`config.mk`:
```
export PLATFORM = sky130hd
export DESIGN_NAME = glos_walker
export DESIGN_NICKNAME = d
export VERILOG_FILES = /design/src/rtl/core/glos_pkg.sv /design/src/rtl/core/glos_walker.sv
export SDC_FILE = /design/constraint.sdc
export NUM_CORES = 1
export LEC_CHECK = 0
export ABC_AREA = 1
export BUFFER_PORTS_ARGS = -buffer_cell sky130_fd_sc_hd__buf_2
export CAP_MARGIN = 25
export CORE_UTILIZATION = 40
export CTS_BUF_LIST = sky130_fd_sc_hd__clkbuf_8
export CTS_CLUSTER_DIAMETER = 80
export CTS_CLUSTER_SIZE = 24
export DETAILED_ROUTE_END_ITERATION = 10
export HOLD_SLACK_MARGIN = 0.12
export PLACE_DENSITY_LB_ADDON = 0.1
export SLEW_MARGIN = 20
export SYNTH_ARGS = -nofsm -noshare
export SYNTH_HDL_FRONTEND = slang
export SYNTH_SLANG_ARGS = --single-unit
```
`constraint.sdc`:
```
create_clock -name clk_i -period 15.85 [get_ports clk_i]
set_input_delay 1.585 -clock clk_i [delete_from_list [all_inputs] [get_ports clk_i]]
set_output_delay 1.585 -clock clk_i [all_outputs]
set_load 0.02 [all_outputs]
```
`src/rtl/core/glos_pkg.sv`:
```
// shared types and constants for the grid line-of-sight checker
`default_nettype none
package glos_pkg;

  localparam int GRID_COLUMNS_DEF = 256;
  localparam int GRID_ROWS_DEF    = 256;
  localparam int COORD_W          = 8;
  localparam int COST_W           = 8;
  localparam int ERR_W            = 11;
  localparam int LIMIT_W          = 13;
  localparam logic [COST_W-1:0] THRESHOLD_RESET = 8'd2;

  typedef enum logic {
    OP_WRITE = 1'b0,
    OP_QUERY = 1'b1
  } op_e;

  typedef enum logic {
    ST_IDLE = 1'b0,
    ST_WALK = 1'b1
  } state_e;

  typedef struct packed {
    logic load;
    logic step;
  } walk_ctrl_t;

  typedef struct packed {
    logic [COORD_W-1:0] x;
    logic [COORD_W-1:0] y;
    logic               at_end;
  } walk_stat_t;

endpackage
`default_nettype wire

```
`src/rtl/core/glos_walker.sv`:
```
// bresenham stepper: position registers and one shared error adder
`default_nettype none
module glos_walker (
  input  wire logic                         clk_i,
  input  wire glos_pkg::walk_ctrl_t         ctrl_i,
  input  wire logic [glos_pkg::COORD_W-1:0] start_x_i,
  input  wire logic [glos_pkg::COORD_W-1:0] start_y_i,
  input  wire logic [glos_pkg::COORD_W-1:0] end_x_i,
  input  wire logic [glos_pkg::COORD_W-1:0] end_y_i,
  output glos_pkg::walk_stat_t              stat_o
);
  import glos_pkg::*;

  logic                      x_major_q, x_major_d;
  logic                      maj_pos_q, maj_pos_d;
  logic                      min_pos_q, min_pos_d;
  logic                      min_move_q, min_move_d;
  logic [COORD_W-1:0]        maj_q, maj_d;
  logic [COORD_W-1:0]        min_q, min_d;
  logic [COORD_W-1:0]        maj_end_q, maj_end_d;
  logic signed [ERR_W-1:0]   err_q, err_d;
  logic signed [ERR_W-1:0]   inc_q, inc_d;
  logic signed [ERR_W-1:0]   dec_q, dec_d;

  logic [COORD_W-1:0]        adx, ady, maj_abs, min_abs;
  logic                      x_major;
  logic                      take;
  logic signed [ERR_W-1:0]   add_a, add_b, add_sum;

  // load-time deltas
  always_comb begin
    adx     = (end_x_i >= start_x_i) ? end_x_i - start_x_i : start_x_i - end_x_i;
    ady     = (end_y_i >= start_y_i) ? end_y_i - start_y_i : start_y_i - end_y_i;
    x_major = (adx >= ady);
    maj_abs = x_major ? adx : ady;
    min_abs = x_major ? ady : adx;
  end

  // tie on zero error steps the minor axis only for a positive major direction
  assign take = (err_q > 0) || ((err_q == '0) && maj_pos_q);

  // shared adder: initial error on load, error update on each step
  always_comb begin
    if (ctrl_i.load) begin
      add_a = ERR_W'(signed'({2'b00, min_abs, 1'b0}));
      add_b = -ERR_W'(signed'({3'b000, maj_abs}));
    end else begin
      add_a = err_q;
      add_b = take ? dec_q : inc_q;
    end
    add_sum = add_a + add_b;
  end

  always_comb begin
    x_major_d  = x_major_q;
    maj_pos_d  = maj_pos_q;
    min_pos_d  = min_pos_q;
    min_move_d = min_move_q;
    maj_d      = maj_q;
    min_d      = min_q;
    maj_end_d  = maj_end_q;
    err_d      = err_q;
    inc_d      = inc_q;
    dec_d      = dec_q;
    if (ctrl_i.load) begin
      x_major_d  = x_major;
      maj_pos_d  = x_major ? (end_x_i > start_x_i) : (end_y_i > start_y_i);
      min_pos_d  = x_major ? (end_y_i > start_y_i) : (end_x_i > start_x_i);
      min_move_d = (min_abs != '0);
      maj_d      = x_major ? start_x_i : start_y_i;
      min_d      = x_major ? start_y_i : start_x_i;
      maj_end_d  = x_major ? end_x_i : end_y_i;
      err_d      = add_sum;
      inc_d      = ERR_W'(signed'({2'b00, min_abs, 1'b0}));
      dec_d      = ERR_W'(signed'({2'b00, min_abs, 1'b0}))
                 - ERR_W'(signed'({2'b00, maj_abs, 1'b0}));
    end else if (ctrl_i.step) begin
      err_d = add_sum;
      maj_d = maj_pos_q ? maj_q + 1'b1 : maj_q - 1'b1;
      if (take && min_move_q) begin
        min_d = min_pos_q ? min_q + 1'b1 : min_q - 1'b1;
      end
    end
  end

  always_ff @(posedge clk_i) begin
    x_major_q  <= x_major_d;
    maj_pos_q  <= maj_pos_d;
    min_pos_q  <= min_pos_d;
    min_move_q <= min_move_d;
    maj_q      <= maj_d;
    min_q      <= min_d;
    maj_end_q  <= maj_end_d;
    err_q      <= err_d;
    inc_q      <= inc_d;
    dec_q      <= dec_d;
  end

  always_comb begin
    stat_o.x      = x_major_q ? maj_q : min_q;
    stat_o.y      = x_major_q ? min_q : maj_q;
    stat_o.at_end = (maj_q == maj_end_q);
  end

endmodule
`default_nettype wire

```
# Word-level counts from Yosys, hierarchy flattened
# Index checks and enable logic that the tools add are counted.
# Widths: inputs -> output; s select.
# totals
word_cells	59
output_inout_bits	17
in_bits	35
regBits	58
# classes
order_cmp	6
eq_ne	1
muxes	23
reduce_logical	8
n_addsub	11
# ops
operator	count
$mux 8	16
$mux 11	5
$sub 8x8->8	4
$ge 8x8->1	3
$add 8x1->8 const B	2
$gt 8x8->1	2
$sub 8x1->8 const B	2
$add 11x11->11	1
$gt 11x1->1 const B	1
$logic_not 11->1	1
$neg 8->11	1
$sub 9x9->10	1
$eq 8x8->1	1
$reduce_bool 8->1	1
$reduce_bool 2->1	2
$logic_and 1x1->1	2
$mux 1	2
$reduce_and 2->1	1
$logic_or 1x1->1	1

# Depth between registers and ports, before layout
# Gate-level depths: netlist of the first run.
# logic_depth
word_depth	9
mapped_depth	40
mapped_depth_nobuf	38

# Worst setup path after synthesis of the first run
# No wires, ideal clock.
# synth_timing
path_kind	input to register
from	input port end_x_i[0] (netlist name)
to	register err_q[10], data pin
path_buffers	2
setup_ns	0.252
cell_stages	36
setup_slack_ns	9.201
required_time_ns	15.598
arrival_time_ns	6.397
path_cell_list	inv_1 > ha_1 > inv_1 > fa_1 > nand2_1 > nand2_1 > nand3_2 > nand3_2 > buf_6 > inv_1 > nand2_1 > nand2_1 > inv_1 > ha_1 > a21oi_1 > nor2_1 > a211oi_2 > nand2_8 > buf_8 > nand2_2 > nand2_2 > nand2_2 > inv_1 > o32ai_1 > fa_1 > a21o_1 > a21oi_1 > o21ai_0 > a21oi_1 > o21bai_1 > a21oi_1 > o21bai_1 > xor2_1 > inv_1 > nand2_1 > nand2_1
# synth_between
elab_chain_cells	9
word_cells_on_any_way	13
cone_classes	add/sub: 4; order compare: 2; mux: 7
# synth_rtl
element	line	rtl
start: declaration	glos_walker.sv:8	input wire logic [glos_pkg::COORD_W-1:0] end_x_i,
$sub 8x8->8 / $ge 8x8->1 (equally long branches)	glos_walker.sv:32	adx = (end_x_i >= start_x_i) ? end_x_i - start_x_i : start_x_i - end_x_i;
$mux 8 (*)	glos_walker.sv:32	
$ge 8x8->1	glos_walker.sv:34	x_major = (adx >= ady);
$mux 8	glos_walker.sv:35	maj_abs = x_major ? adx : ady;
$neg 8->11	glos_walker.sv:46	add_b = -ERR_W'(signed'({3'b000, maj_abs}));
$mux 11	glos_walker.sv:44	if (ctrl_i.load) begin
$add 11x11->11 (*)	glos_walker.sv:51	add_sum = add_a + add_b;
net add_sum[10]	glos_walker.sv:28	logic signed [ERR_W-1:0] add_a, add_b, add_sum;
$mux 11	glos_walker.sv:77	end else if (ctrl_i.step) begin
$mux 11 (*)	glos_walker.sv:65	if (ctrl_i.load) begin
end signal: assignment	glos_walker.sv:94	err_q <= err_d;
end: declaration	glos_walker.sv:21	logic signed [ERR_W-1:0] err_q, err_d;
# Mark *: on every way through the listed nets, which the timed path passes. The rest lies on a longest branch. The select of a mux whose other input is x is not followed.
# A chain may end at the register's enable or synchronous reset.

# Worst setup path after layout of the first run
# Same ends and word-level chain as after synthesis.

==> flow_results.org, run 1 <==
** Outcome
- The run finished with clean final reports.

** Synthesis
- Summed over its instances, the top area cell type makes up about 27% of the synthesized netlist area.
- After synthesis, the cell types taking the most area are sky130_fd_sc_hd__edfxtp_1 27%, sky130_fd_sc_hd__nand2_1 13%, sky130_fd_sc_hd__ha_1 12%, sky130_fd_sc_hd__inv_1 7.4%, sky130_fd_sc_hd__o21ai_0 5.8%.
- For this run, asynchronously set or reset flops after synthesis account for 0%.
- Dominant cell type by area after synthesis :: sky130_fd_sc_hd__edfxtp_1
- Count of flip-flops with a built-in enable after synthesis :: 56
- Warnings, synthesis :: 0
- Post-synth top flop :: sky130_fd_sc_hd__edfxtp_1
- Cell area after synthesis :: 0.006171 mm2
- After synthesis, the mean cell area works out to slightly above 7 um2.
- Sequential fraction of the synthesis area :: between 20% and 30%
- sky130_fd_sc_hd__nand2_1 is the most common cell in the netlist.
- Top post-synthesis cells by count :: 208 x sky130_fd_sc_hd__nand2_1, 122 x sky130_fd_sc_hd__inv_1, 73 x sky130_fd_sc_hd__nor2_1
- In this run, distinct cell masters in the synthesized netlist total 47.
- Synth Instances :: roughly 860
- Post-synthesis net count :: ~960
- Counting flops and latches in the post-synthesis netlist gives 56.

** Flow run
- Max-cap violations in this run came to 0.

** Global route
- Global route total overflow :: 0
- Across every metal layer, demand over resource in global routing totals a little under a quarter.
- Global-route wire length before repair :: about 28000 um
- The initial antenna violation count was 0.
- Entering global routing, the biggest net connects 68 pins.
- The number of global-route vias before repair was roughly 5300.

** CTS
- Post-cts resize count :: 0
- CTS clk-pin slew, worst paths :: roughly 100 ps
- Once the clock tree was built, the setup fixing pass inserted 0 buffers.
- H-tree levels :: 2
- Total clock buffers created by CTS :: 5
- For the worst-skew pair, the clock arrives at the later sink with an insertion delay of approximately 320 ps.
- Clock tree synthesis found a total of 56 sinks.
- The tree is rooted in a sky130_fd_sc_hd__clkbuf_8.
- CTS Hold Bufs :: 0
- TritonCTS built the clock tree.
- Maximum buffer depth of the clock tree :: 2

** Detailed routing
- In the routed layout, each cell is associated on average with a via count of approximately 5.
- After detailed routing, the average wire length per cell comes to ~16 um.
- Top layer used by detailed routing :: met4
- Met1 routed wirelength after detailed routing :: approximately 8600 um
- DRT Wirelength :: ~17000 um
- In the routed design, unresolved DRC markers number 0.
- In this run, the number of DRC markers left after iteration 0 of detailed routing was ~400.
- The detail route stage leaves a number of antenna-violating nets equal to 0.
- The first detailed-routing pass took 5 iterations.
- The routed layout has ~5500 vias.
- Met2 Routed Length :: roughly 7600 um
- In the detailed route, the total length drawn on met3 is 535 um.

** Place
- Routability congestion estimate :: 0.9347
- Counting tap cells, the placed design contains a total of 1070 instances.
- During placement, the flow inserted port buffers numbering 51.
- Placed wire-length estimate :: about 14000 um

** Timing
- The max-slew violation count is 0.
- Dividing the final minimum period by the clock period gives a little under half.
- Max Clock Skew :: 10.74 ps
- Headroom to the max-slew limit came out at a little under half.
- Setup repair after global routing missed its margin :: no
- Endpoints failing hold :: 0
- Setup violations remaining at the end of the flow were counted as 0.
- Minimum period implied by the final worst setup slack :: between 7000 and 8000 ps
- At the pin with the least slew margin, the transition time is 786.7 ps.
- Final-layout setup total negative slack :: 0 ps
- Based on the critical path, the design can be clocked at up to 135.2 MHz.

** Power
- Leakage power of the design :: around 3.3 nW
- In this run, the combinational gates consume approximately two thirds of the power.
- Relative contribution of the clock network to total power :: ~6.3%
- Power Internal :: between 0.0005 and 0.0006 W
- Post-layout power :: about 0.0012 W
- Per report_power, the sequential group accounts for around 27% of the total.
- Switch share :: between 50% and 60%
- VDD sags by at most 0.06930 mV.
- In this run the power density over the cells is around 180 mW/mm2.
- Net Sw Power :: roughly 0.00062 W

** Worst setup path
- Critical path's largest stage delay :: just under 600 ps
- Crit path kind :: in -> reg
- Critical path peak fanout :: 64
- STA classifies the critical path endpoint as a flop.
- For the worst setup path, the data arrival time is roughly 7500 ps.
- Critical Path Slowest Stage Cell :: sky130_fd_sc_hd__a211oi_2
- The most numerous cell type found on the critical path is sky130_fd_sc_hd__nand2_1.
- Critical path required time :: 15930 ps
- Crit start category :: input pin

** Floorplan
- Die Width :: 126.2 um
- Area of the core region :: 0.01515 mm2
- Number of ports placed on the die boundary :: 52
- Starting utilization of the core area :: 40.74%
- Number of cell rows :: 45
- Die Y-Extent :: roughly 130 um
- The floorplan step defined a die boundary enclosing 0.01593 mm2.

** Layout
- The multi-input combinational cells in the finished layout cover a total of 0.003860 mm2.
- Of the cells placed in the final design, the portion with a size suffix greater than 1 is 12.70%.
- Number of antenna diodes :: 0
- # nets final :: just under 1000
- Sequential cell area :: around 0.0017 mm2
- The area growth from synthesis to layout is 7.015%.
- Post-Route Utilization :: a little over two fifths
- FILL cells :: approximately 1600
- Excluding fillers, the count of instances in the completed layout stands at about 1100.

** Min path
- In this run the worst hold path is classified as reg -> reg.
sequential cells by signal (all words and copies together), names as in the netlist, named ones only:
name        flops
dec_q           9
err_q          10
inc_q           8
maj_end_q       8
maj_pos_q       1
maj_q           8
min_move_q      1
min_pos_q       1
min_q           8
x_major_q       1
final timing paths:
check	start	endpoint	slack, ps	cells after the start
max	end_x_i[0]	err_q[10]	8450	35
min	min_q[0]	min_q[0]	700	1
max reg2reg	maj_pos_q	err_q[10]	11840	18
min reg2reg	min_q[0]	min_q[0]	700	1
critical path: cells and delay by family:
family,cells,cell delay [ps]
and+or+nand+nor,14,1820
buffers and inverters,7,590
AOI/OAI and AO/OA,9,2010
adders and majority gates,4,1230
xor gates and xnor gates,1,200
placed cells by master, fill, tap and decap left out, types with 7 or more instances in the layout:
master	n
sky130_fd_sc_hd__a21oi_1	56
sky130_fd_sc_hd__buf_2	51
sky130_fd_sc_hd__edfxtp_1	56
sky130_fd_sc_hd__fa_1	7
sky130_fd_sc_hd__ha_1	59
sky130_fd_sc_hd__inv_1	124
sky130_fd_sc_hd__nand2_1	208
sky130_fd_sc_hd__nand2_2	16
sky130_fd_sc_hd__nand3_1	31
sky130_fd_sc_hd__nand4_1	11
sky130_fd_sc_hd__nor2_1	73
sky130_fd_sc_hd__o21ai_0	71
sky130_fd_sc_hd__o21ai_2	9
sky130_fd_sc_hd__xnor2_1	19
sky130_fd_sc_hd__xor2_1	25
per-layer routing:
metal | vias to the layer above | GRT usage, %
li1 | 2853 | -
met1 | 2473 | 32.01
met2 | 107 | 37.05
met3 | 24 | 1.614
met4 | 0 | 7.016
met5 | - | 0
cells by family after synthesis:
logic type               synth area share (%)
AO/OA/AOI/OAI                           15.59
flip-flops                              27.25
AND/OR/NAND/NOR                         26.26
adder cells (fa/ha/maj)                 14.23
buffers and inverters                   10.20
multiplexers                           0.1622
other                                 0.06077
XOR/XNOR                                6.245
power groups by stage:
stage          combinational [W]  sequential [W]   clock, W
2_1_floorplan           0.000638        0.000303          0
3_3_place_gp            0.000802        0.000329          0
3_5_place_dp            0.000803        0.000330          0
4_1_cts                 0.000805        0.000326  0.0000782
5_1_grt                 0.000918        0.000336  0.0000822
6_report                0.000802        0.000326  0.0000759
area by class of cell:
cell class | instances | area share, %
clock buffers | 5 | 1.042
clock inverters | 3 | 0.1705
inverters | 125 | 7.105
multi-input cells | 647 | 58.45
flip-flops and latches | 56 | 25.46
well taps | 188 | 3.562
repair buffers | 54 | 4.206
per-stage QoR:
| step | instance area [um2] | hold WS [ps] | setup WS (ps) |
|---|---|---|---|
| 6_report | 6604 | 701.6 | 8455 |
| 5_1_grt | 6604 | 789.3 | 7766 |
| 4_1_cts | 6604 | 713.6 | 8458 |
| 3_5_place_dp | 6524 | 699.9 | 8129 |
| 3_3_place_gp | 6524 | 690.3 | 8173 |
| 2_1_floorplan | 6171 | 628.5 | 9201 |
No activity file was read; power rests on OpenSTA's default activity.
==> inputs of run 2 (changes only) <==
==> constraint.sdc (replaced) <==
create_clock -name clk_i -period 6.6 [get_ports clk_i]
set_input_delay 0.66 -clock clk_i [delete_from_list [all_inputs] [get_ports clk_i]]
set_output_delay 0.66 -clock clk_i [all_outputs]
set_load 0.02 [all_outputs]
==> run 2 against run 1 <==
Effect of this change: total power rose by 150%; sequential share of layout area is 0.44 points lower; largest power group unchanged; clock power grew to 3.5 times the previous value; clock-buffer cell count unchanged; die area did not move; core utilization increased by 0.77 points; first-iteration DRC count decreased by 13%; register-to-register slack got worse by 9300 ps; wire length decreased by 2.6%; non-clock buffer count grew 7.
==> flow_results.org, run 2 (synthesis results as in run 1) <==
** Detailed routing
- First DRT Iteration DRCs :: 347
- Via count :: between 5000 and 6000
- In this run the remaining antenna-violating nets after routing total 0.
- Average wire per cell in the routed design :: about 15 um
- For this run, design rule violations remaining after detail routing come to 0.
- For this block, the routed nets add up to between 15000 and 20000 um of wire.
- Using the TritonRoute via totals, the vias-per-cell ratio works out to about 5.1.
- First drt pass iteration count :: 5

** Global route
- Met2 usage in global routing :: about 34%
- Summed over all layers, the global routing overflow is 0.
- Global-route wire length before repair :: 27260 um
- Global routing used under 10% of the available met3 tracks.
- The number of global-route vias before repair is roughly 5200.
- For this run, the total global-route usage over all layers was measured as between 20% and 30%.
- Initial antenna violation count :: 0
- Layer carrying the most global-route usage :: met2
- Global routing usage on met1 :: 31.81%
- Pin count of the biggest net entering global routing :: 67

** CTS
- CTS clk-pin slew, worst paths :: ~100 ps
- Post-cts resize count :: 0
- Buffers added to address setup during post-CTS repair amount to 0.
- The clock reaches the later pin of the worst-skew pair after 320 ps.
- Root buffer cell :: sky130_fd_sc_hd__clkbuf_8
- Sinks on the clock net :: 56
- The H-tree was split into 2 levels.
- Clock tree from TritonCTS :: yes
- The clock passes through at most 2 buffers.
- CTS Hold Bufs :: 0
- Buffers inserted during clock tree synthesis total 5.

** Layout
- The final layout contains between 900 and 1000 nets.
- Layout cells sized above 1 :: between 10 and 15%
- Ranked by flip-flop count, first place goes to err_q.
- Most frequent standard cell in the layout excluding fill and tap cells :: sky130_fd_sc_hd__nand2_1
- Number of antenna diodes :: 0
- Flip-flop count of the largest register after layout :: 10
- FILL cells :: ~1600
- Synth-to-Final Area Change :: 8.901%
- After routing the design area is 0.006720 mm2.
- In the final layout, the registers with the most flip-flops are err_q (10), dec_q (9).
- The top cell types in the final layout, fill and taps aside, are 208 x sky130_fd_sc_hd__nand2_1, 122 x sky130_fd_sc_hd__inv_1, 73 x sky130_fd_sc_hd__nor2_1.

** Timing
- Max-slew headroom at the worst pin :: 46.97%
- Setup repair after global routing missed its margin :: no
- The worst path uses between 80% and 90% of the clock period.
- Endpoints failing hold :: 0
- Number of failing setup endpoints in the final timing report :: 0
- Highest attainable clock frequency :: 170.7 MHz
- Max Clock Skew :: 7.763 ps
- For the finished layout, the period the worst path requires is approximately 6000 ps.
- Final count of pins violating max slew :: 0
- Final-layout setup total negative slack :: 0 ps
- Slew at the pin closest to its max-slew limit :: between 700 and 800 ps

** Place
- Placed wire-length estimate :: between 10000 and 15000 um
- Routability-driven placement finished with a final weighted congestion of 0.9165.
- Total cell area at the placement stage :: 0.006576 mm2
- During placement, the flow inserted port buffers numbering between 50 and 60.

** Worst setup path
- By instance count, the cell type seen most on the critical path is sky130_fd_sc_hd__nand2_1.
- At the worst endpoint, the arrival time is between 5000 and 6000 ps.
- Critical Path Slowest Stage Cell :: sky130_fd_sc_hd__fa_1
- Critical path required time :: about 6700 ps
- Crit path kind :: in -> reg
- Endpoint class of the critical path :: flop
- Of all nets on the critical path, the largest fanout is 28.
- The worst setup path is launched from an input pin.
- Critical path's largest stage delay :: around 400 ps

** Floorplan
- The initial utilization of the core area, before any placement, comes to 40.74%.
- 52 I/O pins were placed.
- The die is roughly 130 um tall.
- The core region is roughly 0.015 mm2.
- Die Width :: between 100 and 150 um
- Row generation in the floorplan step produced 45 rows.
- The die covers 0.01593 mm2.

** Power
- Maximum ir drop on the vdd rail :: roughly 0.13 mV
- Power density normalized to cell area :: 445.3 mW/mm2
- The design draws about 0.0030 W.
- Leakage power of the design :: between 3 and 4 nW

** Outcome
- The run finished with clean final reports.

** Min path
- Worst min-delay path category :: in -> reg

** Flow run
- Max-Cap Viols :: 0
==> run 2: cell types whose count changed in the layout (fill, tap and decap cells not counted), sizes merged <==
cell	previous run	this run
buf	54	61
inv	127	125
bufinv	0	2
clkinv	1	0
==> run 2: final timing paths <==
path	endpoint	depth (start not counted)	start	slack (ps)
max	err_q[10]	38	end_x_i[0]	740
min	maj_end_q[7]	3	end_x_i[7]	640
max reg2reg	err_q[10]	18	maj_pos_q	2520
min reg2reg	min_q[0]	1	min_q[0]	730
==> run 2: stage by stage <==
stage	setup WS (ps)	instances	util [%]	hold slack, ps
5_1_grt	42.12	1084	44.37	655.9
3_5_place_dp	175.5	1077	43.42	696.9
4_1_cts	496.3	1084	44.27	637.4
3_3_place_gp	284.9	1077	43.42	703.3
6_report	740.6	1084	44.37	641.8
2_1_floorplan	876.3	855	-	628.5
==> run 2: power breakdown <==
group	switching [W]	internal, W	leakage (nW)
Sequential	0.000122	0.000654	0.557
Combinational	0.00124	0.000715	2.70
Clock	0.000114	0.000149	0.0642
==> run 2: layout make-up <==
class	instances	area [um2]	share of cell area (%)
clock buffers	5	68.82	1.024
inverters	125	469.2	6.982
well taps	188	235.2	3.500
repair buffers	61	330.3	4.915
flip-flops and latches	56	1682	25.02
multi-input cells	647	3875	57.66
clock inverters	2	60.06	0.8937
==> run 2: worst max-delay path: cells and delay by family <==
| family | cells | cell delay, ps |
|---|---|---|
| compound gates | 7 | 990 |
| xor+xnor | 1 | 190 |
| fa+ha+maj | 4 | 1280 |
| buf+inv | 7 | 520 |
| mux | 1 | 170 |
| simple gates | 18 | 2130 |
==> run 2: per-layer routing <==
metal	vias to the layer above	share of wire [%]	wire length (um)
li1	2883	-	-
met1	2497	50	8381
met2	132	44	7286
met3	24	3.9	656
met4	0	2.4	405
met5	-	0	0
==> inputs of run 3 (changes only) <==
--- a/config.mk
+++ b/config.mk
@@ -5,7 +5,6 @@
 export SDC_FILE = /design/constraint.sdc
 export NUM_CORES = 1
 export LEC_CHECK = 0
-export ABC_AREA = 1
 export BUFFER_PORTS_ARGS = -buffer_cell sky130_fd_sc_hd__buf_2
 export CAP_MARGIN = 25
 export CORE_UTILIZATION = 40
==> run 3 against run 2 <==
Effect of this change: the run now ends with design-rule violations left; die area is 0.16% higher; synthesized area increased by 0.16%; clock power down 27%; global-route usage shrank 0.23 points; cell area up 2.8%; clock-buffer cell count stayed put; wire length down 1.0%; clock skew grew 4.3 ps; sequential share of layout area decreased by 0.69 points; worst hold slack better by 4.0 ps; sequential power increased by 2%; critical endpoint unchanged; largest cell class unchanged; largest power group unchanged; highest routed layer unchanged.
==> flow_results.org, run 3 <==
** Synthesis
- Compound-cell area share of the yosys netlist :: 21.96%
- Synth Instances :: about 690
- Of all flip-flops after synthesis, the portion carrying an async set or reset was 0%.
- Dominant combinational cell family by area after synthesis :: compound AO/OA/AOI/OAI gates
- Most used standard cell by instance count after synthesis :: sky130_fd_sc_hd__a21oi_1
- Post-synthesis area per instance :: about 9 um2
- Yosys attributes the largest share of cell area to sky130_fd_sc_hd__edfxtp_1 27%, sky130_fd_sc_hd__ha_1 12%, sky130_fd_sc_hd__a21oi_1 5.8%, sky130_fd_sc_hd__xnor2_1 5.2%, sky130_fd_sc_hd__mux2_2 4.0%.
- The synthesized netlist occupies a cell area of ~0.0062 mm2.
- Warnings, synthesis :: 0
- Post-synth top flop :: sky130_fd_sc_hd__edfxtp_1
- The synthesized design contains 56 register bits.
- Top cell type's share of synthesized area :: between 20 and 30%
- Of the synthesized area, sequential elements account for a little over a quarter.
- Xor-xnor portion of the synthesized cell area :: under 10%
- The synthesized netlist contains 86 unique library cells.
- Counting every net in the synthesized netlist gives roughly 790.
- Dominant cell type by area after synthesis :: sky130_fd_sc_hd__edfxtp_1
- Area share of fa/ha/maj cells after synthesis :: between 10% and 20%
- Sorting the synthesized cells by how often they occur yields 72 x sky130_fd_sc_hd__a21oi_1, 64 x sky130_fd_sc_hd__inv_1, 59 x sky130_fd_sc_hd__ha_1.
- The portion of synthesized area spent on multiplexers is roughly 6.5%.
- Counting flops with a built-in enable in the synthesized netlist gives 56.
- Post-Synth Simple-Gate Area :: roughly 16%

** Worst setup path
- Worst r2r path cells :: 15
- Critical path's largest stage delay :: 410 ps
- Along the worst path, the maximum fanout reaches 9.
- For flop-to-flop paths, the worst setup slack is 2990 ps.
- Data arrives at the worst endpoint at between 6000 and 7000 ps.
- RR Endpoint :: err_q[10]
- Endpoint class of the critical path :: flop
- Critical path required time :: 6700 ps
- The startpoint identified for the worst register-to-register timing path is maj_pos_q.
- STA classifies the critical path startpoint as an input pin.
- Crit path kind :: in -> reg
- The slowest stage of the critical path belongs to the cell sky130_fd_sc_hd__ha_1.

** Global route
- Entering global routing, the biggest net connects 74 pins.
- Global routing usage on met1 :: around 30%
- Global-route wire length before repair :: 26770 um
- Overall global routing resource usage :: between 20% and 30%
- The initial antenna violation count came to 0.
- Global route total overflow :: 0
- For met2 alone, demand over resource in global routing was between 30% and 40%.
- Via count of the first global-routing pass :: around 5000
- Global routing consumed, on the met3 layer, between 3 and 4% of the routing resources.
- The layer flagged by global routing as most heavily used is met2.

** Layout
- Compared with the post-synthesis result, the final layout area differs by 11.80%.
- Regs by FF count :: err_q (10), dec_q (9)
- The library cell used most frequently in the layout, excluding fill and tap cells, is sky130_fd_sc_hd__a21oi_1.
- Post-Route Utilization :: about 46%
- Layout cells sized above 1 :: around a quarter
- # nets final :: roughly 860
- Post-route cell area :: 0.006910 mm2
- FILL cells :: approximately 1500
- Most used cells in the layout excluding fill and tap cells :: 68 x sky130_fd_sc_hd__a21oi_1, 64 x sky130_fd_sc_hd__inv_1, 58 x sky130_fd_sc_hd__ha_1
- More flip-flops sit in one register than any other, and that register is err_q.
- Across the whole layout, storage elements account for around 0.0017 mm2.
- 0 antenna diodes ended up in the layout.
- The register with the most flip-flops in the layout has 10 of them.
- Multi-input logic area :: roughly 0.0041 mm2

** Timing
- In the post-route analysis, the smallest setup slack over all paths is ~420 ps.
- Summed over all failing endpoints, the final setup total negative slack is 0 ps.
- Highest attainable clock frequency :: ~160 MHz
- At the pin with the least slew margin, the transition time is between 800 and 900 ps.
- Hold WS :: 645.8 ps
- Setup violations remaining at the end of the flow were counted as 0.
- Max Clock Skew :: ~12 ps
- Setup repair after global routing missed its margin :: no
- The max-slew violation count is 0.
- Max-slew headroom at the worst pin :: between 40% and 50%
- The routed design could run at a clock period as short as a little over 6000 ps.
- Fraction of the cycle the final worst path needs :: between 90% and 100%
- The count of endpoints failing hold in the final timing report came to 0.

** Power
- Power density normalized to cell area :: 469.3 mW/mm2
- Of the total power, the share spent switching nets is about 47%.
- Of the total power, combinational logic draws approximately 70%.
- Across the VDD grid, the largest voltage drop is 0.1752 mV.
- Net Sw Power :: between 0.0015 and 0.002 W
- Power Internal :: 0.001721 W
- Per report_power, the sequential group accounts for approximately a quarter of the total.
- For this design the static power due to leakage is approximately 3.0 nW.
- The clock network is responsible for under 10% of the overall power.

** CTS
- CTS Hold Bufs :: 0
- Clk Latency, worst-skew pair :: 330 ps
- TritonCTS built the clock tree.
- H-tree levels :: 2
- In this run the clock root is driven by a sky130_fd_sc_hd__clkbuf_8.
- Clock-pin slew was measured on the worst setup and hold paths at 100 ps.
- In this run the post-CTS setup repair buffer count came out at 0.
- Maximum buffer depth of the clock tree :: 2
- Total clock buffers created by CTS :: 5
- Counting every sink on the clock net gives 56.

** Min path
- Hold Path End :: maj_end_q[7]
- The path class of the tightest hold or removal check is in -> reg.
- In this run the most critical hold path is launched from end_y_i[7].
- Cell depth of the worst hold path :: 3

** Floorplan
- 52 I/O pins were placed.
- Measured along the x axis, the die boundary spans roughly 130 um.
- Area of the core region :: around 0.015 mm2
- The floorplan step set the die height to 126.3 um.
- The die covers between 0.015 and 0.02 mm2.
- Starting utilization of the core area :: between 40% and 50%
- The floorplan has between 40 and 50 rows.

** Detailed routing
- After detailed routing, the number of remaining DRC violations is 2.
- Average wire per cell in the routed design :: 17.56 um
- In this run the remaining antenna-violating nets after routing total 0.
- DRT Wirelength :: around 17000 um
- First DRT Iteration DRCs :: approximately 300
- After detailed routing, the number of vias per cell comes to 5.493.
- The first detailed-routing pass took 8 iterations.
- Via count :: ~5200

** Outcome
- Result of the run :: finished with violations
- Violated checks :: design-rule violations

** Place
- Placed wire-length estimate :: 13310 um
- Setup slack at placement :: -10.87 ps
- Routability congestion estimate :: between 0.9 and 1
- Input and output buffers added on the ports amount to 51.
- In this run the cell area measured after placement is 0.006790 mm2.

** Flow run
- Max-cap violations in this run came to 0.
==> run 3: cell count changes after synthesis, moves of 12 or more <==
cell,previous run,this run
sky130_fd_sc_hd__nand2_1,208,51
sky130_fd_sc_hd__inv_1,122,64
sky130_fd_sc_hd__o21ai_0,71,36
sky130_fd_sc_hd__mux2_2,0,22
sky130_fd_sc_hd__xnor2_1,19,37
sky130_fd_sc_hd__a21oi_1,56,72
sky130_fd_sc_hd__nand2_2,16,0
sky130_fd_sc_hd__nand3_1,31,15
sky130_fd_sc_hd__nor2_1,73,57
sky130_fd_sc_hd__xor2_1,25,10
sky130_fd_sc_hd__o211ai_1,0,12
==> run 3: how the worst max path moves through the flow <==
stage	slack [ps]	from	end
floorplan	40	end_x_i[0]	err_q[10]
finish	420	start_y_i[7]	err_q[10]
detailed placement	-10	end_y_i[0]	err_q[10]
global route	10	end_x_i[0]	err_q[10]
global placement	60	start_y_i[2]	err_q[10]
CTS	310	end_y_i[0]	err_q[10]
==> run 3: timing repair <==
| item | in CTS | in global routing |
|---|---|---|
| endpoints found under the setup margin | 0 | 2 |
| gates resized for setup | 0 | 9 |
| hold endpoints to repair | 0 | 0 |
==> run 3: layout make-up <==
type,count,area share [%]
clock buffers,5,0.9958
clock inverters,3,0.2716
inverters,66,3.621
multi-input cells,538,59.71
flip-flops and latches,56,24.33
well taps,188,3.404
repair buffers,87,7.659
==> run 3: metal layers <==
layer  part of all wire, %  vias to the layer above
met5                     0                        -
met4                   1.3                        0
li1                      -                     2589
met1                    49                     2463
met3                   4.9                       10
met2                    45                      118
==> run 3: cell families (layout without fill, tap and decap cells) <==
family	after synthesis	in the layout
buffers and inverters	92	161
multiplexers	36	36
other	1	1
AND/OR/NAND/NOR	187	187
adder cells (fa/ha/maj)	66	66
flip-flops	56	56
AO/OA/AOI/OAI	198	198
XOR/XNOR	50	50
==> run 3: critical path, delay by kind of cell <==
family | cells | cell delay, ps
AND/OR/NAND/NOR | 5 | 970
buffers and inverters | 5 | 450
multiplexers | 1 | 310
XOR/XNOR | 2 | 250
adder cells (fa/ha/maj) | 3 | 1090
AO/OA/AOI/OAI | 16 | 2570
==> run 3: power by group through the flow <==
| stage | clock [W] | sequential [W] | combinational (W) |
|---|---|---|---|
| after CTS | 0.000201 | 0.000791 | 0.00224 |
| after detailed placement | 0 | 0.000799 | 0.00222 |
| after global routing | 0.000213 | 0.000812 | 0.00251 |
| final | 0.000192 | 0.000789 | 0.00226 |
| after global placement | 0 | 0.000791 | 0.00220 |
| after floorplan | 0 | 0.000738 | 0.00171 |
==> run 3: stage by stage <==
stage,std cells,total power (W)
floorplan,686,0.002445
global placement,935,0.002988
detailed placement,935,0.003020
CTS,943,0.003232
global route,943,0.003531
finish,943,0.003243
